`src/sv/b64enc_pkg.sv`:
```
// shared types and the alphabet function for the base64 stream encoder
`default_nettype none

package b64enc_pkg;

    localparam int QueueDepth = 2;
    localparam int QueuePtrW  = $clog2(QueueDepth);
    localparam int QueueCntW  = $clog2(QueueDepth + 1);

    localparam logic [7:0] PadChar  = 8'h3D;
    localparam logic [5:0] SixMask  = 6'h3F;

    // character slot within one output group
    localparam logic [1:0] SLOT_FIRST  = 2'd0;
    localparam logic [1:0] SLOT_SECOND = 2'd1;
    localparam logic [1:0] SLOT_THIRD  = 2'd2;
    localparam logic [1:0] SLOT_FOURTH = 2'd3;

    typedef struct packed {
        logic [7:0] data_byte;
        logic       end_of_message;
    } in_item_t;

    typedef struct packed {
        logic [7:0] out_char;
        logic       out_last;
    } out_item_t;

    // one complete or flushed group handed from front to back
    typedef struct packed {
        logic [23:0] group;
        logic [1:0]  total;
        logic        last;
    } group_entry_t;

    function automatic logic [7:0] b64_char(input logic [5:0] idx);
        logic [7:0] wide;
        wide = {2'b00, idx & SixMask};
        if (idx < 6'd26)
            return 8'd65 + wide;
        else if (idx < 6'd52)
            return 8'd97 + (wide - 8'd26);
        else if (idx < 6'd62)
            return 8'd48 + (wide - 8'd52);
        else if (idx == 6'd62)
            return 8'd43;
        else
            return 8'd47;
    endfunction

endpackage

`default_nettype wire

```
`src/sv/b64enc_front.sv`:
```
// input side: holds pending bytes and forms 24-bit groups
`default_nettype none

module b64enc_front (
    input  wire logic                     clk,
    input  wire logic                     rst_n,
    input  wire logic                     byte_valid,
    output logic                          byte_stall,
    input  wire b64enc_pkg::in_item_t     byte_data,
    input  wire logic                     queue_full,
    output logic                          push,
    output b64enc_pkg::group_entry_t      push_entry
);
    import b64enc_pkg::*;

    logic [15:0] held_bytes_reg, held_bytes_next;
    logic [1:0]  held_count_reg, held_count_next;
    logic        transfer;
    logic        hold_only;

    assign byte_stall = queue_full;
    assign transfer   = byte_valid && !byte_stall;
    assign hold_only  = !byte_data.end_of_message && (held_count_reg < 2'd2);

    always_comb
    begin
        held_bytes_next = held_bytes_reg;
        held_count_next = held_count_reg;
        push            = 1'b0;
        push_entry.last = byte_data.end_of_message;
        case (held_count_reg)
            2'd0:
            begin
                push_entry.group = {byte_data.data_byte, 16'h0000};
                push_entry.total = 2'd1;
            end
            2'd1:
            begin
                push_entry.group = {held_bytes_reg[7:0], byte_data.data_byte, 8'h00};
                push_entry.total = 2'd2;
            end
            default:
            begin
                // count of three never occurs, treated as two
                push_entry.group = {held_bytes_reg, byte_data.data_byte};
                push_entry.total = 2'd3;
            end
        endcase
        if (transfer)
        begin
            if (hold_only)
            begin
                held_bytes_next = {held_bytes_reg[7:0], byte_data.data_byte};
                held_count_next = held_count_reg + 2'd1;
            end
            else
            begin
                push            = 1'b1;
                held_bytes_next = 16'h0000;
                held_count_next = 2'd0;
            end
        end
    end

    always_ff @(posedge clk or negedge rst_n)
    begin
        if (!rst_n)
        begin
            held_bytes_reg <= 16'h0000;
            held_count_reg <= 2'd0;
        end
        else
        begin
            held_bytes_reg <= held_bytes_next;
            held_count_reg <= held_count_next;
        end
    end

endmodule

`default_nettype wire

```
`src/sv/b64enc_queue.sv`:
```
// short group queue between the front and the back
`default_nettype none

module b64enc_queue (
    input  wire logic                     clk,
    input  wire logic                     rst_n,
    input  wire logic                     push,
    input  wire b64enc_pkg::group_entry_t push_entry,
    output logic                          full,
    input  wire logic                     pop,
    output logic                          head_valid,
    output b64enc_pkg::group_entry_t      head_entry
);
    import b64enc_pkg::*;

    group_entry_t         slot_reg [QueueDepth];
    logic [QueuePtrW-1:0] wr_ptr_reg, wr_ptr_next;
    logic [QueuePtrW-1:0] rd_ptr_reg, rd_ptr_next;
    logic [QueueCntW-1:0] count_reg, count_next;
    logic                 do_push;
    logic                 do_pop;

    assign full       = (count_reg == QueueCntW'(QueueDepth));
    assign head_valid = (count_reg != '0);
    assign head_entry = slot_reg[rd_ptr_reg];
    assign do_push    = push && !full;
    assign do_pop     = pop && head_valid;

    always_comb
    begin
        wr_ptr_next = wr_ptr_reg;
        rd_ptr_next = rd_ptr_reg;
        count_next  = count_reg;
        if (do_push)
            wr_ptr_next = (wr_ptr_reg == QueuePtrW'(QueueDepth - 1)) ? '0
                                                                       : wr_ptr_reg + 1'b1;
        if (do_pop)
            rd_ptr_next = (rd_ptr_reg == QueuePtrW'(QueueDepth - 1)) ? '0
                                                                       : rd_ptr_reg + 1'b1;
        if (do_push && !do_pop)
            count_next = count_reg + 1'b1;
        else if (do_pop && !do_push)
            count_next = count_reg - 1'b1;
    end

    always_ff @(posedge clk)
    begin
        if (do_push)
            slot_reg[wr_ptr_reg] <= push_entry;
    end

    always_ff @(posedge clk or negedge rst_n)
    begin
        if (!rst_n)
        begin
            wr_ptr_reg <= '0;
            rd_ptr_reg <= '0;
            count_reg  <= '0;
        end
        else
        begin
            wr_ptr_reg <= wr_ptr_next;
            rd_ptr_reg <= rd_ptr_next;
            count_reg  <= count_next;
        end
    end

endmodule

`default_nettype wire

```
`src/sv/b64enc_back.sv`:
```
// output side: walks each group, one char per cycle unless stalled, into out_reg
`default_nettype none

module b64enc_back (
    input  wire logic                     clk,
    input  wire logic                     rst_n,
    input  wire logic                     head_valid,
    input  wire b64enc_pkg::group_entry_t head_entry,
    output logic                          pop,
    output logic                          char_valid,
    input  wire logic                     char_stall,
    output b64enc_pkg::out_item_t         char_data
);
    import b64enc_pkg::*;

    group_entry_t cur_reg, cur_next;
    logic         cur_valid_reg, cur_valid_next;
    logic [1:0]   slot_reg, slot_next;
    logic         out_valid_reg, out_valid_next;
    out_item_t    out_reg, out_next;
    logic         advance;
    logic [5:0]   sextet;
    logic         is_pad;

    assign advance = cur_valid_reg && (!out_valid_reg || !char_stall);
    assign pop     = !cur_valid_reg || (advance && slot_reg == SLOT_FOURTH);

    always_comb
    begin
        case (slot_reg)
            SLOT_FIRST:  sextet = cur_reg.group[23:18];
            SLOT_SECOND: sextet = cur_reg.group[17:12];
            SLOT_THIRD:  sextet = cur_reg.group[11:6];
            default:     sextet = cur_reg.group[5:0];
        endcase
        is_pad = ((slot_reg == SLOT_THIRD) && (cur_reg.total < 2'd2))
              || ((slot_reg == SLOT_FOURTH) && (cur_reg.total < 2'd3));
    end

    always_comb
    begin
        cur_next       = cur_reg;
        cur_valid_next = cur_valid_reg;
        slot_next      = slot_reg;
        out_next       = out_reg;
        out_valid_next = out_valid_reg && char_stall;
        if (advance)
        begin
            out_valid_next    = 1'b1;
            out_next.out_char = is_pad ? PadChar : b64_char(sextet);
            out_next.out_last = (slot_reg == SLOT_FOURTH) && cur_reg.last;
            slot_next         = slot_reg + 2'd1;
        end
        if (pop)
        begin
            cur_valid_next = head_valid;
            cur_next       = head_entry;
            slot_next      = SLOT_FIRST;
        end
    end

    always_ff @(posedge clk)
    begin
        cur_reg <= cur_next;
        out_reg <= out_next;
    end

    always_ff @(posedge clk or negedge rst_n)
    begin
        if (!rst_n)
        begin
            cur_valid_reg <= 1'b0;
            slot_reg      <= SLOT_FIRST;
            out_valid_reg <= 1'b0;
        end
        else
        begin
            cur_valid_reg <= cur_valid_next;
            slot_reg      <= slot_next;
            out_valid_reg <= out_valid_next;
        end
    end

    assign char_valid = out_valid_reg;
    assign char_data  = out_reg;

endmodule

`default_nettype wire

```
`src/sv/base64_stream_encoder.sv`:
```
// base64 stream encoder, top level
// Usage: raw bytes enter on the byte channel (byte_valid, byte_stall,
// byte_data), one byte per transfer, end_of_message set on the final byte.
// Encoded characters leave on the char channel (char_valid, char_stall,
// char_data), one character per transfer, out_last set on the final one.
// Every third byte, or any byte flagged end_of_message, yields a group of
// four characters; a short final group is padded with '='.
// The group closed by a byte transfer is registered in the group queue,
// then in the back end's current group and then in its output register.
// The back end gives one character per cycle from its output register
// while char_stall is low; each three bytes give four characters.
// The front accepts a byte every cycle while the two-entry group queue has
// room; bytes that are only held never wait on the queue being drained
// unless it is full.
// Reset clears the held bytes, the queue and the output register; no
// character is valid after reset.
// When the receiver stalls, the current character holds on char_data; the
// queue fills and then byte_stall rises until the back end moves again.
`default_nettype none

module base64_stream_encoder (
    input  wire logic                 clk,
    input  wire logic                 rst_n,
    input  wire logic                 byte_valid,
    output logic                      byte_stall,
    input  wire b64enc_pkg::in_item_t byte_data,
    output logic                      char_valid,
    input  wire logic                 char_stall,
    output b64enc_pkg::out_item_t     char_data
);
    import b64enc_pkg::*;

    logic         push;
    group_entry_t push_entry;
    logic         queue_full;
    logic         pop;
    logic         head_valid;
    group_entry_t head_entry;

    b64enc_front u_front (
        .clk        (clk),
        .rst_n      (rst_n),
        .byte_valid (byte_valid),
        .byte_stall (byte_stall),
        .byte_data  (byte_data),
        .queue_full (queue_full),
        .push       (push),
        .push_entry (push_entry)
    );

    b64enc_queue u_queue (
        .clk        (clk),
        .rst_n      (rst_n),
        .push       (push),
        .push_entry (push_entry),
        .full       (queue_full),
        .pop        (pop),
        .head_valid (head_valid),
        .head_entry (head_entry)
    );

    b64enc_back u_back (
        .clk        (clk),
        .rst_n      (rst_n),
        .head_valid (head_valid),
        .head_entry (head_entry),
        .pop        (pop),
        .char_valid (char_valid),
        .char_stall (char_stall),
        .char_data  (char_data)
    );

endmodule

`default_nettype wire

```
`config.mk`:
```
export PLATFORM = sky130hd
export DESIGN_NAME = base64_stream_encoder
export DESIGN_NICKNAME = d
export VERILOG_FILES = /design/src/sv/b64enc_pkg.sv /design/src/sv/b64enc_front.sv /design/src/sv/b64enc_queue.sv /design/src/sv/b64enc_back.sv /design/src/sv/base64_stream_encoder.sv
export SDC_FILE = /design/constraint.sdc
export NUM_CORES = 1
export LEC_CHECK = 0
export BUFFER_PORTS_ARGS = -buffer_cell sky130_fd_sc_hd__buf_2
export CAP_MARGIN = 5
export CELL_PAD_IN_SITES_DETAIL_PLACEMENT = 1
export CELL_PAD_IN_SITES_GLOBAL_PLACEMENT = 2
export CORE_ASPECT_RATIO = 1.75
export CORE_MARGIN = 8
export CORE_UTILIZATION = 40
export DETAILED_ROUTE_END_ITERATION = 8
export GPL_ROUTABILITY_DRIVEN = 0
export PLACE_DENSITY = 0.84
export SYNTH_ARGS = -nofsm -noshare
export SYNTH_HDL_FRONTEND = slang
export SYNTH_SLANG_ARGS = --single-unit
```
`constraint.sdc`:
```
create_clock -name clk -period 3 [get_ports clk]
set_clock_uncertainty 0.05 [all_clocks]
set_input_delay 0.15 -clock clk [delete_from_list [all_inputs] [get_ports clk]]
set_output_delay 0.15 -clock clk [all_outputs]
set_load 0.02 [all_outputs]
```
======== Word level (Yosys, flattened, before mapping) ========
Memory sizes are Yosys's and may differ from the RTL's. A register that Yosys moved wholly into a read port is not among the register bits.
Cells that the tools add are included.
storage, ports and cells
  flip-flop bits (word level) ............. 35
  RAM bits ................................ 54
  input bits .............................. 13
  output and inout port bits .............. 11
  memories ................................ 1
cells by class
  add/sub/neg operators ................... 11
  order comparisons ....................... 6
  equality and inequality tests ........... 6
  multiplexer cells ....................... 19
  reductions and logical operators ........ 27
memories
  name              words  width  read ports  clocked after memory_dff  wr ports  line                RTL
  u_queue.slot_reg  2      27     1           1                         1         b64enc_queue.sv:16  group_entry_t slot_reg [QueueDepth];
operators with widths
  operator             count
  $pmux 26 s2          1
  $mux 8               3
  $pmux 6 s3           1
  $mux 16              1
  $logic_and 1x1->1    12
  $lt 6x6->1 const B   2
  $mux 2               5
  $add 6x8->8 const A  1
  $add 7x6->8 const A  1
  $add 7x8->8 const A  1
  $logic_not 1->1      7
  $mux 1               7
  $sub 6x5->7 const B  1
  $sub 6x6->7 const B  1
  $add 2x1->2 const B  3
  $eq 2x2->1 const B   3
  $eq 6x6->1 const B   1
  $lt 2x2->1 const B   3
  $lt 6x5->1 const B   1
  $reduce_bool 2->1    3
  $eq 2x1->1 const B   2
  $logic_not 2->1      2
  $logic_or 1x1->1     3
  $mux 3               1
  other kinds (2)      3

======== Logic depth before layout (Yosys ltp) ========
Gate-level depths: netlist of the first run.
  depth in word-level cells ............... 9
  gate-level depth with buffers ........... 13
  gate-level depth less buffers ........... 12

======== Cells and area by module ========
From an unflattened synthesis of the first run, not the netlist that was laid out.
second synthesis, totals
  cell total of the unflattened synthesis .. 386
  area, all modules ....................... 5386.4 µm²
by module, submodules not included
  module        times used  cells each  area an instance (µm²)  sequential area each (µm²)
  b64enc_queue  1           103         2248.4                  1721.7
  b64enc_back   1           177         2070.7                  1181.1
  b64enc_front  1           106         1067.3                  450.4

======== Worst setup path before layout of the first run ========
OpenSTA, ideal clock, no wires.
  path type ............................... register -> register
  start point ............................. reg u_queue.count_reg[1]
  end point ............................... mem u_queue.slot_reg[0][0] in the netlist's numbering (enable)
  library setup time ...................... 445 ps
  arrival time ............................ 2699 ps
  required time ........................... 2505 ps
  path slack .............................. -194 ps
  cell stages (with the launch flop) ...... 5
  path buffers ............................ 1
  cell sequence ........................... dfrtp_1 -> inv_1 -> o21ai_1 -> clkbuf_1 -> nor3_1
on the way
  word-level cells in the longest chain between the ends .. 7
ends and longest elaborated chain
  what                              line                                    RTL
  start, declared                   b64enc_queue.sv:19                      logic [QueueCntW-1:0] count_reg, count_next;
  start signal, assigned            b64enc_queue.sv:64                      count_reg <= count_next;
  $eq 2x2->1 (*)                    b64enc_queue.sv:23                      assign full = (count_reg == QueueCntW'(QueueDepth));
  $logic_not 1->1 (*)               b64enc_front.sv:22, b64enc_queue.sv:26
  $logic_and 1x1->1                 b64enc_front.sv:22                      assign transfer = byte_valid && !byte_stall;
  $mux 1                            b64enc_front.sv:49                      if (transfer)
  $logic_and 1x1->1 (*)             b64enc_queue.sv:26                      assign do_push = push && !full;
  $mux 1 (*)                        b64enc_queue.sv:48                      if (do_push)
  $mux 1 (implied by the code) (*)  b64enc_queue.sv:49                      slot_reg[wr_ptr_reg] <= push_entry;
  end, declared                     b64enc_queue.sv:16
Every way passes the cells marked *; elsewhere a longest branch is shown, timed or not.

======== Worst setup path after layout of the first run ========
  start point ............................. reg u_back.slot_reg[0]
  end point ............................... reg u_back.out_reg, in the netlist u_back.char_data[5] (data pin)
on the way
  word-level cells in the longest chain between the ends .. 7
  elaborated cells between the ends (all ways) .. 19
ends and longest elaborated chain
  what                                      line                                  RTL
  start, declared                           b64enc_back.sv:18                     logic [1:0] slot_reg, slot_next;
  start signal, assigned                    b64enc_back.sv:79                     slot_reg <= slot_next;
  $eq 2x2->1, or another cell as far along  b64enc_back.sv:30, b64enc_back.sv:36
  $pmux 6 s3                                b64enc_back.sv:30                     case (slot_reg)
  $sub 6x6->7                               b64enc_pkg.sv:44                      return 8'd48 + (wide - 8'd52);
  $add 6x8->8                               b64enc_pkg.sv:44
  $mux 8                                    b64enc_pkg.sv:43                      else if (idx < 6'd62)
  $mux 8                                    b64enc_pkg.sv:41                      else if (idx < 6'd52)
  $mux 8                                    b64enc_pkg.sv:39                      if (idx < 6'd26)
  end signal, assigned                      b64enc_back.sv:65                     out_reg <= out_next;
  end, declared                             b64enc_back.sv:20                     out_item_t out_reg, out_next;
Parallel ways exist; a longest one is shown, timed or not.
A chain may end at the register's enable or synchronous reset.

==> impl_metrics.toml, run 1 <==
[timing]
setup_ws_ns = 0.138
period_share_pct = 95.4
slew_headroom_pct = 56.5
drv_slew = 0
fin_crit_ns = 2.86
tightestPinTransition_ns = 0.634
finalSetupViolCount = 0
max_freq_ghz = 0.349
hold_viol = 0

[power]
powerDensity_nw_per_um2 = 1230
finalPower_mw = 7.68
pwr-share-seq_pct = 33.8
swShare_pct = 35.5
combinationalPowerShare_pct = 38.3
p_leak_nw = 2.39
clkPwrFrac_pct = 27.9
power.internal_mw = 4.95
switchingPower_mw = 2.73
irDropWorstVdd_mv = 0.628

[floorplanning]
die_x_um = 101
start_util_pct = 40.9
die-height_um = 166
ioPinCount = 24
dieArea_um2 = 16800
core_area_um2 = 12500
rows = 54

[placed_design]
placed_area_um2 = 5460
dp_hpwl_mm = 7.95
pre_cts_ws_ns = 0.0610
portBuffers = 23

[final_layout]
nNetsFinal = 434
final_cell_mix = "edfxtp_1, mux2_2, dfrtp_1"
fill_cells = 1232
final_common_cell = "edfxtp_1"
largest_reg_flops = 54
fin_util_pct = 50.1
final_area_um2 = 6260
final_layout_size_suffix_gt1_share_pct = 28.3
n_antenna_cell = 0
synthToLayoutAreaGrowth_pct = 22.5

[grt]
first_global_vias = 3593
grt-ovfl-total = 0
grt_pass1_wl_mm = 18.7
antenna_found_initial = 0
grtUsageTotal_pct = 15.0
grt_max_degree = 30

[setup_path]
crit_path_start = "u_back.slot_reg[0]"
worstReg2RegEnd = "u_back.char_data[5]"
end_kind = "flip-flop"
cp.arrival_ns = 2.97
path_class = "reg2reg"
reg2reg_depth = 12
reg2reg_slack_ns = 0.14
crit_chain = "inv_1 > ha_2 > a222oi_1 > mux2i_1 > inv_1 > ha_2 > nor2b_4 > nand2b_1 > o31ai_2 > a21oi_1 > a221oi_2 > o21ai_1"
path_max_fanout = 6
critical_path_buf_inv_count = 2
slowest_delay_ns = 0.42
cp_data_required_time_ns = 3.11
r2r_start = "u_back.slot_reg[0]"
crit_family = "compound AO/OA/AOI/OAI gates"
slowest_stage = "dfrtp_1"
startpoint_type = "flip-flop"

[min_path]
min_to = "u_queue.wr_ptr_reg"
hold_start = "byte_valid"
hold-path-cell-count = 4
hold_path_class = "in2reg"

[logic_synthesis]
ys_seq_area_share_pct = 65.6
synthDistinctLibCells = 49
synth_ff_type = "edfxtp_1"
synth_area_um2 = 5110
yosys_warnings = 0
synthArstFlopShare_pct = 22.4
synth_cells = 351
synth_area_per_cell_um2 = 14.6
synth_nets = 378
ys_seq_elements = 116
synth-edff-count = 90

[detailed_routing]
drtAntennaViolNets = 0
num_vias = 3169
avgViaCountPerCell = 5.39
drt-initial-drc-count = 147
dr.pass1.iters = 4
wire_per_inst_um = 20.1
finalWirelength_mm = 11.8
drc_errors = 0

[outcome]
status = "finished, final reports clean"

[clock_tree]
clk_pin_slew_ns = 0.06
cts_tree = "done"
root_buffer = "clkbuf_16"
clock-sinks = 116
clk_latency_ns = 0.41
cts_buffers = 17
cts_buffer_depth = 2
htree_levels = 4

[flow_run]
cap_violations = 0
==> cells in the mapped netlist (4+ instances only) <==
| cell | n | area share, % |
|---|---|---|
| xnor2_1 | 6 | 1.0 |
| a222oi_1 | 6 | 1.2 |
| o21ai_1 | 4 | 0.39 |
| clkbuf_1 | 11 | 0.81 |
| dfrtp_1 | 26 | 13 |
| inv_1 | 16 | 1.2 |
| ha_1 | 14 | 3.4 |
| edfxtp_1 | 90 | 53 |
| a21oi_1 | 7 | 0.69 |
| nor3_1 | 4 | 0.39 |
| and2_1 | 12 | 1.5 |
| a22oi_1 | 8 | 1.2 |
| mux2_2 | 30 | 6.6 |
| a22o_1 | 25 | 4.3 |
| nor2_1 | 13 | 0.96 |
| mux2i_1 | 5 | 0.98 |
| nand2_1 | 25 | 1.8 |
==> per-stage QoR <==
step,TNS [ns],cells,hold WS (ns)
after floorplan,0,351,-0.196
after global placement,0,540,0.140
after detailed placement,0,540,0.144
after CTS,0,583,0.146
after global routing,-0.0393,588,0.207
final,0,588,0.158
==> tightest hold or removal path, cell delays in order <==
cell	delay, ns
buf_2	0.09
o21ai_1	0.09
nor2_1	0.10
xor2_1	0.14
==> power groups by stage <==
stage / Clock, mW / Sequential (mW) / Combinational [mW]
final: 2.14 / 2.60 / 2.94
after global routing: 2.25 / 2.63 / 3.18
after CTS: 2.20 / 2.60 / 2.80
after detailed placement: 0 / 2.62 / 2.73
after global placement: 0 / 2.59 / 2.62
after floorplan: 0 / 2.62 / 1.96
==> cell families (layout without fill, tap and decap cells) <==
group | Yosys count | count (layout) | synth area share [%]
AO/OA/AOI/OAI | 74 | 74 | 11.6
XOR/XNOR | 8 | 8 | 1.37
adder cells (fa/ha/maj) | 14 | 14 | 3.43
buffers and inverters | 32 | 101 | 2.99
flip-flops | 116 | 116 | 65.6
multiplexers | 38 | 38 | 8.42
AND/OR/NAND/NOR | 69 | 69 | 6.59
==> final cells by class <==
| type | count | area (um2) | share of cell area, % |
|---|---|---|---|
| Tap cell | 168 | 210 | 3.36 |
| Inverter | 17 | 63.8 | 1.02 |
| Multi-Input combinational cell | 203 | 1640 | 26.2 |
| Clock buffer | 17 | 425 | 6.80 |
| Timing Repair Buffer | 52 | 360 | 5.76 |
| Sequential cell | 116 | 3350 | 53.6 |
| Clock inverter | 15 | 206 | 3.30 |
==> metal layers <==
metal | GRT usage [%] | wire length, um | up-vias
li1 | - | - | 1461
met1 | 13.4 | 4310 | 1608
met2 | 28.4 | 6750 | 71
met3 | 4.16 | 376 | 29
met4 | 9.61 | 410 | 0
met5 | 0 | 0 | -
==> timing repair <==
| action | in CTS | in global routing |
|---|---|---|
| endpoints found under the setup margin | 0 | 1 |
| hold endpoints to repair | 37 | 0 |
| hold buffers | 11 | 0 |
| buffers inserted | 0 | 5 |
| resized for setup | 0 | 7 |
==> worst max-delay path by stage <==
stage                                endpoint  cells after the start
final                     u_back.char_data[5]                     12
after floorplan           u_back.char_data[5]                     12
after global routing      u_back.char_data[5]                     12
after detailed placement  u_back.char_data[5]                     11
after global placement    u_back.char_data[5]                     12
after CTS                 u_back.char_data[5]                     12
Note: power is estimated with default switching activity, not from simulation.
==> run 2, diff against run 1 <==
--- a/config.mk
+++ b/config.mk
@@ -15,6 +15,7 @@
 export DETAILED_ROUTE_END_ITERATION = 8
 export GPL_ROUTABILITY_DRIVEN = 0
 export PLACE_DENSITY = 0.84
+export SLEW_MARGIN = 20
 export SYNTH_ARGS = -nofsm -noshare
 export SYNTH_HDL_FRONTEND = slang
 export SYNTH_SLANG_ARGS = --single-unit
==> constraint.sdc (replaced) <==
create_clock -name clk -period 2.54 [get_ports clk]
set_clock_uncertainty 0.05 [all_clocks]
set_input_delay 0.127 -clock clk [delete_from_list [all_inputs] [get_ports clk]]
set_output_delay 0.127 -clock clk [all_outputs]
set_load 0.02 [all_outputs]
==> run 2 against run 1 <==
  * Power rose by 22%
  * Global-route usage fell by 0.44 points
  * Core utilization rose by 1.3 points
  * Non-clock buffer count rose by 14
  * The flow now finishes with violations (negative setup slack)
  * Cell count rose by 2.4%
  * Hold slack got worse by 0.15 ns
==> impl_metrics.toml, run 2 (synthesis gave the netlist of run 1 again) <==
[outcome]
status = "complete, but fails checks"
violations = "negative setup slack"

[timing]
whs_ns = 0.00963
setup_ws_ns = -0.0446
finalSetupViolCount = 1
fin_crit_ns = 2.58
hold_viol = 0
drv_slew = 0
slew_headroom_pct = 53.9
max_freq_ghz = 0.387
period_share_pct = 102
rsz0062_at_grt = "yes"
tightestPinTransition_ns = 0.689

[final_layout]
fill_cells = 1240
final_area_um2 = 6420
synthToLayoutAreaGrowth_pct = 25.6
n_antenna_cell = 0
final_layout_size_suffix_gt1_share_pct = 33.6
final_cell_mix = "edfxtp_1, buf_4, mux2_2"
regArea_um2 = 3350
largest_reg_flops = 54
multi_input_area_um2 = 1740
nNetsFinal = 448
final_common_cell = "edfxtp_1"

[detailed_routing]
finalWirelength_mm = 11.4
drc_errors = 0
dr.pass1.iters = 4
avgViaCountPerCell = 5.28
drt-initial-drc-count = 208
drtAntennaViolNets = 0
num_vias = 3178
wire_per_inst_um = 19.0

[floorplanning]
die_x_um = 101
rows = 54
die-height_um = 166
dieArea_um2 = 16800
ioPinCount = 24
start_util_pct = 40.9
core_area_um2 = 12500

[grt]
grtUsageTotal_pct = 14.6
grt-ovfl-total = 0
grt_max_degree = 30
first_global_vias = 3566
grt_pass1_wl_mm = 18.4
antenna_found_initial = 0

[placed_design]
dp_hpwl_mm = 7.86
portBuffers = 23
placed_area_um2 = 5620

[clock_tree]
clock-sinks = 116
cts_buffers = 17
htree_levels = 4
cts_tree = "done"
root_buffer = "clkbuf_16"
cts_buffer_depth = 2
clk_pin_slew_ns = 0.05
clk_latency_ns = 0.40

[power]
p_leak_nw = 2.47
powerDensity_nw_per_um2 = 1460
irDropWorstVdd_mv = 0.675

[setup_path]
cp_data_required_time_ns = 2.64
cp.arrival_ns = 2.69
path_class = "reg2reg"
path_max_fanout = 5
startpoint_type = "flip-flop"
end_kind = "flip-flop"

[min_path]
hold_path_class = "in2reg"

[flow_run]
cap_violations = 0
## run 2: cell types whose count changed in the layout (fill, tap and decap cells not counted), sizes merged
cell         previous run  this run
clkinv                  6         8
buf                    41        56
clkinvlp                4         2
bufinv                  4         1
dlygate4sd3            11        10
clkbuf                 17        19
inv                    18        19
## run 2: per-stage QoR
| stage | std cells | utilization [%] | TNS, ns | power (mW) | setup slack [ns] |
|---|---|---|---|---|---|
| after global routing | 602 | 51.3 | -0.582 | 9.85 | -0.223 |
| after CTS | 599 | 50.6 | -0.0685 | 9.12 | -0.0605 |
| after detailed placement | 555 | 44.9 | -0.114 | 6.68 | -0.106 |
| after global placement | 555 | 44.9 | -0.00152 | 6.51 | -0.00152 |
| final | 602 | 51.3 | -0.0446 | 9.34 | -0.0446 |
| after floorplan | 351 | - | -0.119 | 5.48 | -0.0988 |
## run 2: worst max-delay path: stages, from the launching register on
cell and delay [ns]:
dfrtp_1 0.40, inv_2 0.09, ha_4 0.18, a222oi_1 0.37, mux2i_2 0.14, inv_2 0.14
ha_4 0.22, nor2b_4 0.14, nand2b_4 0.08, o31ai_4 0.18, a21oi_2 0.05, a221oi_2 0.21
o21ai_1 0.08
## run 2: report_power, final
part / total [mW] / leakage [nW] / switching (mW) / internal, mW
sequential: 3.07 / 1.17 / 0.260 / 2.81
clock: 2.28 / 0.280 / 0.869 / 1.41
combinational: 3.99 / 1.02 / 2.24 / 1.75
total: 9.34 / 2.47 / 3.37 / 5.96
## run 2: worst paths after layout
path	from	end	slack [ns]	cells after the start
worst min register to register	u_front.held_bytes_reg[12]	u_front.held_bytes_reg[12]	0.45	1
worst max register to register	u_back.slot_reg[1]	u_back.char_data[5]	-0.04	12
worst min-delay path	char_stall	u_back.slot_reg[1]	0.01	3
min in group asynchronous	rst_n	u_queue.wr_ptr_reg	0.21	2
max in group asynchronous	rst_n	u_back.slot_reg[0]	1.77	2
worst max-delay path	u_back.slot_reg[1]	u_back.char_data[5]	-0.04	12
## run 2: cell type report
| cell class | instances | share of cell area, % |
|---|---|---|
| clock buffers | 19 | 7.06 |
| clock inverters | 13 | 1.95 |
| inverters | 17 | 0.995 |
| multi-input cells | 203 | 27.2 |
| flip-flops and latches | 116 | 52.3 |
| well taps | 168 | 3.28 |
| repair buffers | 66 | 7.27 |
## run 2: repair_timing
action / CTS / global route
gates resized for setup: 4 / 9
endpoints found under the setup margin: 3 / 7
pin swaps: 7 / 7
setup buffers: 2 / 3
gates cloned: 0 / 0
endpoints found under the hold margin: 36 / 0
hold buffers: 10 / 0
## run 2: routing by layer
metal / GRT usage, % / part of all wire [%]
met1: 14.1 / 38
met2: 27.5 / 57
met4: 7.57 / 2.5
met3: 3.53 / 2.9
met5: 0 / 0
==> run 3, diff against run 2 <==
--- a/config.mk
+++ b/config.mk
@@ -9,12 +9,12 @@
 export CAP_MARGIN = 5
 export CELL_PAD_IN_SITES_DETAIL_PLACEMENT = 1
 export CELL_PAD_IN_SITES_GLOBAL_PLACEMENT = 2
-export CORE_ASPECT_RATIO = 1.75
 export CORE_MARGIN = 8
 export CORE_UTILIZATION = 40
 export DETAILED_ROUTE_END_ITERATION = 8
 export GPL_ROUTABILITY_DRIVEN = 0
-export PLACE_DENSITY = 0.84
+export MAX_ROUTING_LAYER = met4
+export PLACE_DENSITY_LB_ADDON = 0.1
 export SLEW_MARGIN = 20
 export SYNTH_ARGS = -nofsm -noshare
 export SYNTH_HDL_FRONTEND = slang
==> run 3 against run 2 <==
  * Flip-flop and latch count is the same
  * Largest cell class unchanged
  * Die area shrank 0.85%
  * Cell count up 1.7%
  * The flow still finishes with violations (negative setup slack)
  * Hold slack better by 0.22 ns
  * Sequential power about the same
  * Sequential share of layout area decreased by 0.24 points
  * Largest power group unchanged
  * Count of clock-buffer cells in the layout is 1 higher
  * Via count down 1.5%
  * Register-to-register slack got worse by 0.04 ns
  * Critical path depth unchanged
==> impl_metrics.toml, run 3 (synthesis gave the netlist of run 1 again) <==
[timing]
finalSetupViolCount = 3
setup_ws_ns = -0.0841
fin_crit_ns = 2.62
hold_viol = 0
slew_headroom_pct = 56.9
drv_slew = 0
period_share_pct = 103
tightestPinTransition_ns = 0.646
rsz0062_at_grt = "yes"
max_freq_ghz = 0.381
whs_ns = 0.231

[final_layout]
nNetsFinal = 454
largest_reg_flops = 54
final_common_cell = "edfxtp_1"
final_cell_mix = "edfxtp_1, buf_4, mux2_2"
final_layout_size_suffix_gt1_share_pct = 32.3
final_area_um2 = 6450
synthToLayoutAreaGrowth_pct = 26.2
n_antenna_cell = 0

[power]
power.internal_mw = 6.16
finalPower_mw = 9.33
pwr-share-seq_pct = 32.5
p_leak_nw = 2.49
irDropWorstVdd_mv = 0.644
switchingPower_mw = 3.17
combinationalPowerShare_pct = 41.5
clkPwrFrac_pct = 25.9
swShare_pct = 34.0
powerDensity_nw_per_um2 = 1450

[detailed_routing]
drt-initial-drc-count = 155
drt-met1-wl_mm = 5.02
wire_per_inst_um = 18.2
dr.pass1.iters = 4
num_vias = 3129
avgViaCountPerCell = 5.11
drc_errors = 0
wl_met2_mm = 5.64
dr.max_layer_used = "met4"
finalWirelength_mm = 11.1
drtAntennaViolNets = 0
routed-wl-met3_um = 297

[placed_design]
pre_cts_ws_ns = -0.120
dp_hpwl_mm = 7.64
portBuffers = 23
placed_area_um2 = 5690

[clock_tree]
cts_buffers = 17
clk_latency_ns = 0.41
cts_buffer_depth = 2
cts_tree = "done"
root_buffer = "clkbuf_16"
clk_pin_slew_ns = 0.05
clock-sinks = 116
htree_levels = 4

[outcome]
violations = "negative setup slack"
status = "complete, but fails checks"

[grt]
grt-ovfl-total = 0
antenna_found_initial = 0
grt_pass1_wl_mm = 17.9
first_global_vias = 3373
grt_max_degree = 30
grtUsageTotal_pct = 14.8

[min_path]
hold_path_class = "in2async"

[setup_path]
end_kind = "flip-flop"
crit_path_start = "u_back.slot_reg[1]"
cp.arrival_ns = 2.73
cp_data_required_time_ns = 2.64
path_class = "reg2reg"
r2r_start = "u_back.slot_reg[1]"
path_max_fanout = 5
startpoint_type = "flip-flop"

[floorplanning]
start_util_pct = 40.7
rows = 41
die-height_um = 129
die_x_um = 129
core_area_um2 = 12600
ioPinCount = 24
dieArea_um2 = 16600

[flow_run]
cap_violations = 0
==> run 3: changes by cell type in the layout (fill, tap and decap cells not counted), moves of 3 or more <==
cell / delta
clkinv_1: +3
clkinv_4: -5
bufinv_16: +3
buf_4: +6
inv_6: -3
clkbuf_1: +3
==> run 3: worst max-delay path, stage by stage (launching register included) <==
cell and delay (ns):
dfrtp_1 0.40, inv_2 0.09, ha_4 0.18, a222oi_1 0.38, mux2i_2 0.14, inv_2 0.12, ha_2 0.19, nor2b_4 0.14
nand2b_1 0.10, o31ai_1 0.21, a21oi_1 0.09, a221oi_2 0.21, o21ai_1 0.08
==> run 3: worst paths after layout <==
path	to	slack (ns)	depth (start not counted)
max	u_back.char_data[5]	-0.08	12
min	u_back.char_valid	0.23	2
max reg2reg	u_back.char_data[5]	-0.08	12
min reg2reg	u_front.held_bytes_reg[10]	0.45	1
max in group asynchronous	u_back.slot_reg[0]	1.76	2
min in group clk	u_queue.wr_ptr_reg	0.26	4
==> run 3: power groups by stage <==
stage	Clock (mW)	Combinational [mW]	Sequential, mW
floorplan	0	2.38	3.10
finish	2.42	3.87	3.04
detailed placement	0	3.71	3.08
CTS	2.48	3.78	3.04
global placement	0	3.67	3.05
global route	2.54	4.26	3.09
==> run 3: per-stage QoR <==
stage | util, % | setup TNS [ns] | instances
floorplan | - | -0.119 | 351
global placement | 45.3 | -0.0481 | 568
detailed placement | 45.3 | -0.230 | 568
CTS | 51.0 | -0.224 | 611
global route | 51.3 | -0.922 | 612
finish | 51.3 | -0.116 | 612
==> run 3: cell type report <==
class / instances / area, um2
clock inverter: 12 / 161
fill: 1266 / 6120
tap: 172 / 215
multi-input combinational: 203 / 1700
timing repair buffer: 72 / 510
inverter: 17 / 63.8
clock buffer: 20 / 437
sequential: 116 / 3350
==> run 3: layer usage <==
metal	vias to the layer above	track usage (%)
li1	1505	-
met1	1565	17.4
met2	47	23.6
met3	12	3.57
met4	0	6.57
met5	-	-
==> run 3: timing repair <==
action	CTS	global route
gates resized for setup	1	6
hold endpoints to repair	37	0
setup buffers	0	1
hold buffers	11	0
pin swaps	0	4
endpoints found under the setup margin	3	8
